File: config.mk
export PLATFORM = sky130hd
export DESIGN_NAME = led_keyframe_fade_sequencer_unit
export DESIGN_NICKNAME = d
export VERILOG_FILES = /design/src/hdl/lkfs_pkg.sv /design/src/hdl/lkfs_divider.sv /design/src/hdl/led_keyframe_fade_sequencer_unit.sv
export SDC_FILE = /design/constraint.sdc
export NUM_CORES = 1
export LEC_CHECK = 0
export ABC_AREA = 1
export BUFFER_PORTS_ARGS = -buffer_cell sky130_fd_sc_hd__buf_2
export CELL_PAD_IN_SITES_DETAIL_PLACEMENT = 1
export CELL_PAD_IN_SITES_GLOBAL_PLACEMENT = 2
export CORE_UTILIZATION = 40
export DETAILED_ROUTE_END_ITERATION = 8
export PLACE_DENSITY_LB_ADDON = 0.12
export SLEW_MARGIN = 40
export SYNTH_ARGS = -nofsm -noshare
export SYNTH_HDL_FRONTEND = slang
export SYNTH_HIERARCHICAL = 1
export SYNTH_SLANG_ARGS = --single-unit
File: constraint.sdc
create_clock -name clk -period 6.3 [get_ports clk]
set_input_delay 0.315 -clock clk [delete_from_list [all_inputs] [get_ports clk]]
set_output_delay 0.315 -clock clk [all_outputs]
set_load 0.03 [all_outputs]
File: src/hdl/lkfs_pkg.sv
// Shared types and constants of the keyframe fade sequencer.
// No dependencies; imported by the divider, the top level, the checker and the bench.
package lkfs_pkg;

    localparam int KF_REGS      = 4;
    localparam int BRIGHT_W     = 8;
    localparam int SEG_W        = 2;
    localparam int COUNT_W      = 3;
    localparam int CFG_INDEX_W  = 3;
    localparam int CFG_DATA_W   = 40;
    localparam int FIELD_TIME_W = 16;
    localparam int BRIGHT_LSB   = 0;
    localparam int FADE_LSB     = 8;
    localparam int WAIT_LSB     = 24;
    localparam int S_TDATA_W    = 8;
    localparam int M_TDATA_W    = 16;

    localparam logic [CFG_INDEX_W-1:0] CFG_KF_COUNT = 3'd0;
    localparam logic [CFG_INDEX_W-1:0] CFG_KF_FIRST = 3'd1;

    localparam logic PHASE_RAMP = 1'b0;
    localparam logic PHASE_WAIT = 1'b1;

    typedef enum logic [5:0] {
        S_IDLE   = 6'b000001,
        S_RD_CUR = 6'b000010,
        S_RD_NXT = 6'b000100,
        S_EVAL   = 6'b001000,
        S_DIV    = 6'b010000,
        S_EMIT   = 6'b100000
    } state_t;

    typedef enum logic {
        MODE_START = 1'b0,
        MODE_STEP  = 1'b1
    } mode_t;

endpackage

File: src/hdl/lkfs_divider.sv
// Restoring divider, one quotient bit per cycle: time value over brightness difference.
// Depends on lkfs_pkg.
module lkfs_divider
    import lkfs_pkg::*;
#(
    parameter int TIME_BITS = 16
)
(
    input  logic                 clk,
    input  logic                 rst_n,
    input  logic                 start,
    input  logic [TIME_BITS-1:0] dividend,
    input  logic [BRIGHT_W-1:0]  divisor,
    output logic                 done,
    output logic [TIME_BITS-1:0] quotient
);

    localparam int CW = $clog2(TIME_BITS + 1);

    logic [CW-1:0]        cnt_reg,  cnt_next;
    logic                 done_reg, done_next;
    logic [BRIGHT_W:0]    rem_reg,  rem_next;
    logic [TIME_BITS-1:0] quo_reg,  quo_next;
    logic [BRIGHT_W-1:0]  dvs_reg,  dvs_next;
    logic [BRIGHT_W:0]    shifted;
    logic                 fits;

    always_comb
    begin
        shifted   = {rem_reg[BRIGHT_W-1:0], quo_reg[TIME_BITS-1]};
        fits      = shifted >= {1'b0, dvs_reg};
        cnt_next  = cnt_reg;
        done_next = 1'b0;
        rem_next  = rem_reg;
        quo_next  = quo_reg;
        dvs_next  = dvs_reg;
        if (start)
        begin
            cnt_next = CW'(TIME_BITS);
            rem_next = '0;
            quo_next = dividend;
            dvs_next = divisor;
        end
        else if (cnt_reg != '0)
        begin
            // shift one dividend bit in, subtract when it fits
            rem_next  = fits ? (shifted - {1'b0, dvs_reg}) : shifted;
            quo_next  = {quo_reg[TIME_BITS-2:0], fits};
            cnt_next  = cnt_reg - 1'b1;
            done_next = (cnt_reg == CW'(1));
        end
    end

    always_ff @(posedge clk or negedge rst_n)
    begin
        if (!rst_n)
        begin
            cnt_reg  <= '0;
            done_reg <= 1'b0;
        end
        else
        begin
            cnt_reg  <= cnt_next;
            done_reg <= done_next;
        end
    end

    always_ff @(posedge clk)
    begin
        rem_reg <= rem_next;
        quo_reg <= quo_next;
        dvs_reg <= dvs_next;
    end

    assign done     = done_reg;
    assign quotient = quo_reg;

endmodule

File: src/hdl/led_keyframe_fade_sequencer_unit.sv
// Top level of the LED keyframe fade sequencer: sequencer, keyframe store, output register.
// Depends on lkfs_pkg and lkfs_divider.
// Usage:
//   Slave stream (s_*) carries one word per millisecond: tick in bit 0. A word with tick
//   low holds all state and still produces a result word.
//   Master stream (m_*) returns exactly one word per input word: the brightness level,
//   the running segment and the phase (ramp or wait), all taken after the update.
//   Configuration: pulse cfg_we with cfg_index/cfg_data. Index 0 is the keyframe count,
//   indexes 1..4 are keyframes 0..3 (bits 7:0 brightness, 23:8 fade, 39:24 wait).
//   Write only while the block is idle.
// Flow: s_tready is low while a word is in work. A held tick or a plain countdown tick
//   goes straight to the emit step. The last hold tick of a level, or a segment start on
//   an equal pair, first makes two keyframe reads from the single-port store. A segment
//   start with a ramp also runs the restoring divider, computing fade / step count one
//   bit per cycle.
// Reset: asynchronous, active low. Clears state to segment 0, ramp phase, level 0,
//   count 1, keyframes 0; the first tick after reset starts segment 0.
// Backpressure: the output register holds a result until m_tready; the next word is
//   still accepted and worked on, and only its result waits in the emit step until the
//   register frees.
module led_keyframe_fade_sequencer_unit
    import lkfs_pkg::*;
#(
    parameter int MAX_KEYFRAMES = 4,
    parameter int TIME_BITS     = 16
)
(
    input  logic                   clk,
    input  logic                   rst_n,
    // configuration write port
    input  logic                   cfg_we,
    input  logic [CFG_INDEX_W-1:0] cfg_index,
    input  logic [CFG_DATA_W-1:0]  cfg_data,
    // input stream
    input  logic                   s_tvalid,
    output logic                   s_tready,
    input  logic [S_TDATA_W-1:0]   s_tdata,   // [0] tick, [7:1] zero
    // output stream
    output logic                   m_tvalid,
    input  logic                   m_tready,
    output logic [M_TDATA_W-1:0]   m_tdata    // [7:0] level, [9:8] segment, [10] phase
);

    // Only keyframes below this limit can ever be read.
    localparam int KF_LIMIT = (MAX_KEYFRAMES < KF_REGS) ? MAX_KEYFRAMES : KF_REGS;
    localparam int KF_IW    = (KF_LIMIT > 1) ? $clog2(KF_LIMIT) : 1;
    localparam logic [COUNT_W-1:0] LIMIT_CNT = COUNT_W'(KF_LIMIT);

    // ---------------------------------------------------------------------------------
    // Keyframe store: single read port, registered read data, valid bit per entry so
    // that an entry never written reads as zero.
    // ---------------------------------------------------------------------------------
    logic [CFG_DATA_W-1:0]  kf_mem [KF_LIMIT];
    logic [KF_LIMIT-1:0]    kf_valid_reg;
    logic [CFG_DATA_W-1:0]  rd_data_reg;
    logic [KF_IW-1:0]       rd_addr;
    logic [CFG_INDEX_W-1:0] wr_off;
    logic                   kf_wr;
    logic [KF_IW-1:0]       wr_addr;
    logic [COUNT_W-1:0]     count_reg;

    assign wr_off  = cfg_index - CFG_KF_FIRST;
    assign wr_addr = wr_off[KF_IW-1:0];
    assign kf_wr   = cfg_we && (cfg_index >= CFG_KF_FIRST)
                     && (wr_off < CFG_INDEX_W'(LIMIT_CNT));

    always_ff @(posedge clk)
    begin
        if (kf_wr)
        begin
            kf_mem[wr_addr] <= cfg_data;
        end
        rd_data_reg <= kf_valid_reg[rd_addr] ? kf_mem[rd_addr] : '0;
    end

    always_ff @(posedge clk or negedge rst_n)
    begin
        if (!rst_n)
        begin
            kf_valid_reg <= '0;
            count_reg    <= COUNT_W'(1);
        end
        else
        begin
            if (kf_wr)
            begin
                kf_valid_reg[wr_addr] <= 1'b1;
            end
            if (cfg_we && (cfg_index == CFG_KF_COUNT))
            begin
                count_reg <= cfg_data[COUNT_W-1:0];
            end
        end
    end

    // ---------------------------------------------------------------------------------
    // Sequencer state
    // ---------------------------------------------------------------------------------
    state_t                state_reg,  state_next;
    mode_t                 mode_reg,   mode_next;
    logic [SEG_W-1:0]      seg_reg,    seg_next;
    logic                  phase_reg,  phase_next;
    logic [BRIGHT_W-1:0]   level_reg,  level_next;
    logic [TIME_BITS-1:0]  hi_reg,     hi_next;     // hold per level
    logic [TIME_BITS-1:0]  ht_reg,     ht_next;     // hold countdown
    logic [TIME_BITS-1:0]  wt_reg,     wt_next;     // wait countdown
    logic [BRIGHT_W-1:0]   cur_bright_reg, cur_bright_next;
    logic [TIME_BITS-1:0]  cur_fade_reg,   cur_fade_next;
    logic [TIME_BITS-1:0]  cur_wait_reg,   cur_wait_next;
    logic                  m_tvalid_reg,   m_tvalid_next;
    logic [M_TDATA_W-1:0]  m_tdata_reg,    m_tdata_next;

    logic [COUNT_W-1:0]    used_cnt;
    logic [COUNT_W-1:0]    seg_inc;
    logic [SEG_W-1:0]      seg_after;
    logic                  accept;
    logic                  out_free;
    logic [BRIGHT_W-1:0]   rd_bright;
    logic [BRIGHT_W-1:0]   diff;
    logic [BRIGHT_W-1:0]   step_level;
    logic                  div_start;
    logic                  div_done;
    logic [TIME_BITS-1:0]  div_quot;
    logic [TIME_BITS-1:0]  hold_sat;

    // Clamp the count to 1..limit, then wrap the successor of the running segment.
    always_comb
    begin
        used_cnt = count_reg;
        if (used_cnt == '0)
        begin
            used_cnt = COUNT_W'(1);
        end
        if (used_cnt > LIMIT_CNT)
        begin
            used_cnt = LIMIT_CNT;
        end
        seg_inc   = COUNT_W'(seg_reg) + COUNT_W'(1);
        seg_after = (seg_inc >= used_cnt) ? '0 : seg_inc[SEG_W-1:0];
    end

    assign rd_addr    = (state_reg == S_RD_CUR) ? seg_reg[KF_IW-1:0] : seg_after[KF_IW-1:0];
    assign rd_bright  = rd_data_reg[BRIGHT_LSB +: BRIGHT_W];
    assign diff       = (cur_bright_reg > rd_bright) ? (cur_bright_reg - rd_bright)
                                                     : (rd_bright - cur_bright_reg);
    assign step_level = (level_reg < rd_bright) ? (level_reg + 1'b1)
                      : (level_reg > rd_bright) ? (level_reg - 1'b1) : level_reg;
    assign hold_sat   = (div_quot == '0) ? TIME_BITS'(1) : div_quot;
    assign accept     = s_tvalid && s_tready;
    assign out_free   = !m_tvalid_reg || m_tready;
    assign s_tready   = (state_reg == S_IDLE);

    always_comb
    begin
        state_next      = state_reg;
        mode_next       = mode_reg;
        seg_next        = seg_reg;
        phase_next      = phase_reg;
        level_next      = level_reg;
        hi_next         = hi_reg;
        ht_next         = ht_reg;
        wt_next         = wt_reg;
        cur_bright_next = cur_bright_reg;
        cur_fade_next   = cur_fade_reg;
        cur_wait_next   = cur_wait_reg;
        m_tvalid_next   = m_tvalid_reg && !m_tready;
        m_tdata_next    = m_tdata_reg;
        div_start       = 1'b0;

        case (state_reg)
            S_IDLE:
            begin
                if (accept)
                begin
                    state_next = S_EMIT;
                    if (s_tdata[0])
                    begin
                        if (phase_reg == PHASE_WAIT)
                        begin
                            if (wt_reg > TIME_BITS'(1))
                            begin
                                wt_next = wt_reg - 1'b1;
                            end
                            else
                            begin
                                // wait over: start the following segment
                                seg_next   = seg_after;
                                mode_next  = MODE_START;
                                state_next = S_RD_CUR;
                            end
                        end
                        else if (ht_reg == '0)
                        begin
                            // start pending on the current segment
                            mode_next  = MODE_START;
                            state_next = S_RD_CUR;
                        end
                        else
                        begin
                            ht_next = ht_reg - 1'b1;
                            if (ht_reg == TIME_BITS'(1))
                            begin
                                mode_next  = MODE_STEP;
                                state_next = S_RD_CUR;
                            end
                        end
                    end
                end
            end
            S_RD_CUR:
            begin
                state_next = S_RD_NXT;
            end
            S_RD_NXT:
            begin
                // current keyframe arrives; next keyframe read is in flight
                cur_bright_next = rd_data_reg[BRIGHT_LSB +: BRIGHT_W];
                cur_fade_next   = TIME_BITS'(rd_data_reg[FADE_LSB +: FIELD_TIME_W]);
                cur_wait_next   = TIME_BITS'(rd_data_reg[WAIT_LSB +: FIELD_TIME_W]);
                state_next      = S_EVAL;
            end
            S_EVAL:
            begin
                state_next = S_EMIT;
                if (mode_reg == MODE_START)
                begin
                    if (cur_bright_reg == rd_bright)
                    begin
                        // equal pair: skip the ramp, level untouched
                        phase_next = PHASE_WAIT;
                        wt_next    = cur_wait_reg;
                    end
                    else
                    begin
                        div_start  = 1'b1;
                        state_next = S_DIV;
                    end
                end
                else if (step_level == rd_bright)
                begin
                    // target reached: never write it, go to the wait
                    phase_next = PHASE_WAIT;
                    wt_next    = cur_wait_reg;
                end
                else
                begin
                    level_next = step_level;
                    ht_next    = hi_reg;
                end
            end
            S_DIV:
            begin
                if (div_done)
                begin
                    phase_next = PHASE_RAMP;
                    level_next = cur_bright_reg;
                    hi_next    = hold_sat;
                    ht_next    = hold_sat;
                    state_next = S_EMIT;
                end
            end
            S_EMIT:
            begin
                if (out_free)
                begin
                    m_tvalid_next = 1'b1;
                    m_tdata_next  = M_TDATA_W'({phase_reg, seg_reg, level_reg});
                    state_next    = S_IDLE;
                end
            end
            default:
            begin
                state_next = S_IDLE;
            end
        endcase
    end

    lkfs_divider #(
        .TIME_BITS (TIME_BITS)
    ) u_div (
        .clk      (clk),
        .rst_n    (rst_n),
        .start    (div_start),
        .dividend (cur_fade_reg),
        .divisor  (diff),
        .done     (div_done),
        .quotient (div_quot)
    );

    always_ff @(posedge clk or negedge rst_n)
    begin
        if (!rst_n)
        begin
            state_reg    <= S_IDLE;
            mode_reg     <= MODE_START;
            seg_reg      <= '0;
            phase_reg    <= PHASE_RAMP;
            level_reg    <= '0;
            hi_reg       <= TIME_BITS'(1);
            ht_reg       <= '0;
            wt_reg       <= '0;
            m_tvalid_reg <= 1'b0;
        end
        else
        begin
            state_reg    <= state_next;
            mode_reg     <= mode_next;
            seg_reg      <= seg_next;
            phase_reg    <= phase_next;
            level_reg    <= level_next;
            hi_reg       <= hi_next;
            ht_reg       <= ht_next;
            wt_reg       <= wt_next;
            m_tvalid_reg <= m_tvalid_next;
        end
    end

    always_ff @(posedge clk)
    begin
        cur_bright_reg <= cur_bright_next;
        cur_fade_reg   <= cur_fade_next;
        cur_wait_reg   <= cur_wait_next;
        m_tdata_reg    <= m_tdata_next;
    end

    assign m_tvalid = m_tvalid_reg;
    assign m_tdata  = m_tdata_reg;

endmodule

==> flow_metrics.env <==
export IMPL_status="finished clean"
export IMPL_ir_drop_mv=0.254
export IMPL_layout_commonest_cell="nand2_1"
export IMPL_nNetsFinal=1845
export IMPL_chipHeight_um=205
export IMPL_cts_max_level=2
export IMPL_cap_violations=0
export IMPL_syn_inst=1633
export IMPL_synthFlopType="edfxtp_1"
export IMPL_synth_top_area_share=0.427
export IMPL_rsz0062_at_grt="no"
export IMPL_drive_above_1_share=0.113
export IMPL_die_width_um=205
export IMPL_num_rows=74
export IMPL_p_sw_frac=0.336
export IMPL_largest_reg_flops=160
export IMPL_cts_setup_buffers=0
export IMPL_end_kind="flop"
export IMPL_cts_tree="done"
export IMPL_first_pass_iters=4
export IMPL_routed_wirelength_um=40300
export IMPL_setup_viol=0
export IMPL_gp_congestion=0.782
export IMPL_yosysTopAreaCell="edfxtp_1"
export IMPL_dp_final_hpwl_um=27000
export IMPL_powerDensity_nw_per_um2=391
export IMPL_power_frac_clock=0.311
export IMPL_p_switching_mw=2.51
export IMPL_p_int_mw=4.96
export IMPL_io_buffers=61
export IMPL_fmax_mhz=263
export IMPL_synth_area_leaders="edfxtp_1 (43%), dfrtp_1 (12%), nand2_1 (8.0%), dfxtp_1 (5.8%), nor2_1 (4.4%)"
export IMPL_avgSynthCellArea_um2=10.1
export IMPL_setup_ws_ps=2490
export IMPL_viasPerCell=4.98
export IMPL_cp_required_ps=6760
export IMPL_clock_sinks=363
export IMPL_clockBufferDepth=3
export IMPL_seq_area_frac_synth=0.607
export IMPL_cp_start_kind="flop"
export IMPL_p_leak_nw=8.16
export IMPL_p_total_mw=7.46
export IMPL_post_drt_wl_per_cell_um=17.5
export IMPL_antenna_left=0
export IMPL_num_antenna_cells=0
export IMPL_worstSetupPathType="reg -> reg"
export IMPL_cts_made_buffers=41
export IMPL_fin_skew_ps=20.0
export IMPL_grt_pass1_vias=12000
export IMPL_start_util=0.405
export IMPL_ys_ff_latch=363
export IMPL_synthArstFlopShare=0.220
export IMPL_min_period_over_period=0.604
export IMPL_areaGrowthSynthToFinish_pct=15.7
export IMPL_yosys_warnings=6
export IMPL_track_usage=0.199
export IMPL_grt_max_degree=84
export IMPL_slew_viol_final=0
export IMPL_die_area_um2=42100
export IMPL_synth_area_um2=16500
export IMPL_tns_ps=0
export IMPL_synth_cell_types=63
export IMPL_ios=74
export IMPL_final_cell_mix="nand2_1 (350), edfxtp_1 (235), nor2_1 (192)"
export IMPL_worst_pin_slew_ps=743
export IMPL_drt_iter0_markers=510
export IMPL_fin_crit_ps=3810
export IMPL_p_comb_frac=0.258
export IMPL_grt_first_pass_wirelength_um=65100
export IMPL_hold_violations=0
export IMPL_seqPwrFrac=0.431
export IMPL_max_slew_margin=0.504
export IMPL_arrival_ps=4260
export IMPL_drc=0
export IMPL_grt_antenna_before_repair=0
export IMPL_synth_edf_count=235
export IMPL_clk_pin_slew_worst_paths_ps=60
export IMPL_root_buffer="clkbuf_16"
export IMPL_cts_repair_resized=0
export IMPL_hold_class="in -> reg"
export IMPL_design_core_area_um2=40700
export IMPL_grt_overflow=0
export IMPL_dpl_worst_slack_ps=2530
export IMPL_clkLatencyLatePin_ps=580
export IMPL_cp_max_fo=32
export IMPL_dr_total_vias=11500
-- layout make-up --
type	instances	area, µm²
timing repair buffer	122	905
multi-input combinational	1024	5480
fill	4547	21600
sequential	363	10000
tap	532	666
clock buffer	51	1080
clock inverter	25	229
inverter	190	716
-- timing repair --
item,4_1_cts,5_1_grt
endpoints found under the hold margin,178,0
hold buffers,43,0
setup endpoints to repair,0,0
-- cell families (layout without fill, tap and decap cells) --
logic type | Yosys count | count (layout) | share of synthesized area
and+or+nand+nor | 702 | 702 | 0.181
DFF | 363 | 363 | 0.607
buffers and inverters | 250 | 388 | 0.0640
AOI/OAI and AO/OA | 241 | 241 | 0.0943
adders and majority gates | 47 | 47 | 0.0370
xor gates and xnor gates | 18 | 18 | 0.00955
muxes | 11 | 11 | 0.00690
other | 1 | 5 | 0.000227
-- final timing paths --
path	start	end	slack, ps	cells past startpoint
max	rd_data_reg[1]$_SDFF_PN0_	ht_reg[14]$_DFFE_PN0P_	2490	17
max in group asynchronous	rst_n	count_reg[1]$_DFFE_PN0P_	5190	3
min	s_tdata[0]	state_reg[1]$_DFFE_PN0P_	70	3
min in group asynchronous	rst_n	m_tvalid$_DFF_PN0_	180	2
min reg2reg	rd_data_reg[11]$_SDFF_PN0_	cur_fade_reg[3]$_DFFE_PP_	400	0
max reg2reg	rd_data_reg[1]$_SDFF_PN0_	ht_reg[14]$_DFFE_PN0P_	2490	17
-- power groups by stage --
stage / logic (mW) / clock network [mW] / registers (mW)
5_1_grt: 2.22 / 2.47 / 3.26
4_1_cts: 1.95 / 2.39 / 3.22
2_1_floorplan: 1.47 / 0 / 3.18
3_5_place_dp: 1.92 / 0 / 3.26
6_report: 1.93 / 2.32 / 3.21
3_3_place_gp: 1.87 / 0 / 3.25
-- metal layers --
metal | vias to the layer above | GRT usage | part of all wire | wire (µm)
li1 | 5745 | - | - | -
met1 | 5573 | 0.274 | 0.49 | 19700
met2 | 129 | 0.325 | 0.46 | 18600
met3 | 51 | 0.0290 | 0.030 | 1200
met4 | 0 | 0.0569 | 0.019 | 761
met5 | - | 0 | 0 | 0
-- critical path, cell delays in order (launching register included) --
cell     delay [ps]
dfxtp_1         520
inv_1           230
ha_1            350
nand2_1          70
nand2_1          50
nand2_1          50
nand2_1          40
nand2_1         320
nand2_2         280
o21ai_0         220
nand3_1         140
nand2_1         110
nand2_1          50
nand2_1          60
nor2_1           50
nand3_1         140
nand3_2         560
o21ai_1         400
-- cells in the mapped netlist, types with 7 or more instances --
cell and instances:
nand2_1 351, edfxtp_1 235, nor2_1 193, inv_1 184, o21ai_0 86, nand3_1 85, dfrtp_1 77, dfxtp_1 48
ha_1 44, o32ai_1 41, a21oi_1 37, clkbuf_1 28, o21ai_1 19, o21ai_2 13, a221oi_1 12, buf_4 12
nand4_1 12, xor2_1 12, buf_2 11, nand2_2 10, nor3_1 9, buf_6 8, mux2i_1 8, nand3b_1 8
nor2_2 7, nor4_1 7, or2_2 7
-- metrics by stage --
| step | utilization | cells | cell area, µm² | hold slack (ps) |
|---|---|---|---|---|
| after CTS | 0.468 | 2306 | 19100 | 30.5 |
| after detailed placement | 0.426 | 2187 | 17300 | 199 |
| final | 0.469 | 2307 | 19100 | 67.4 |
| after global routing | 0.469 | 2307 | 19100 | 75.8 |
| after global placement | 0.425 | 2185 | 17300 | 195 |
| after floorplan | - | 1637 | 16500 | 19.4 |
Power figures use the tool's default switching activity.
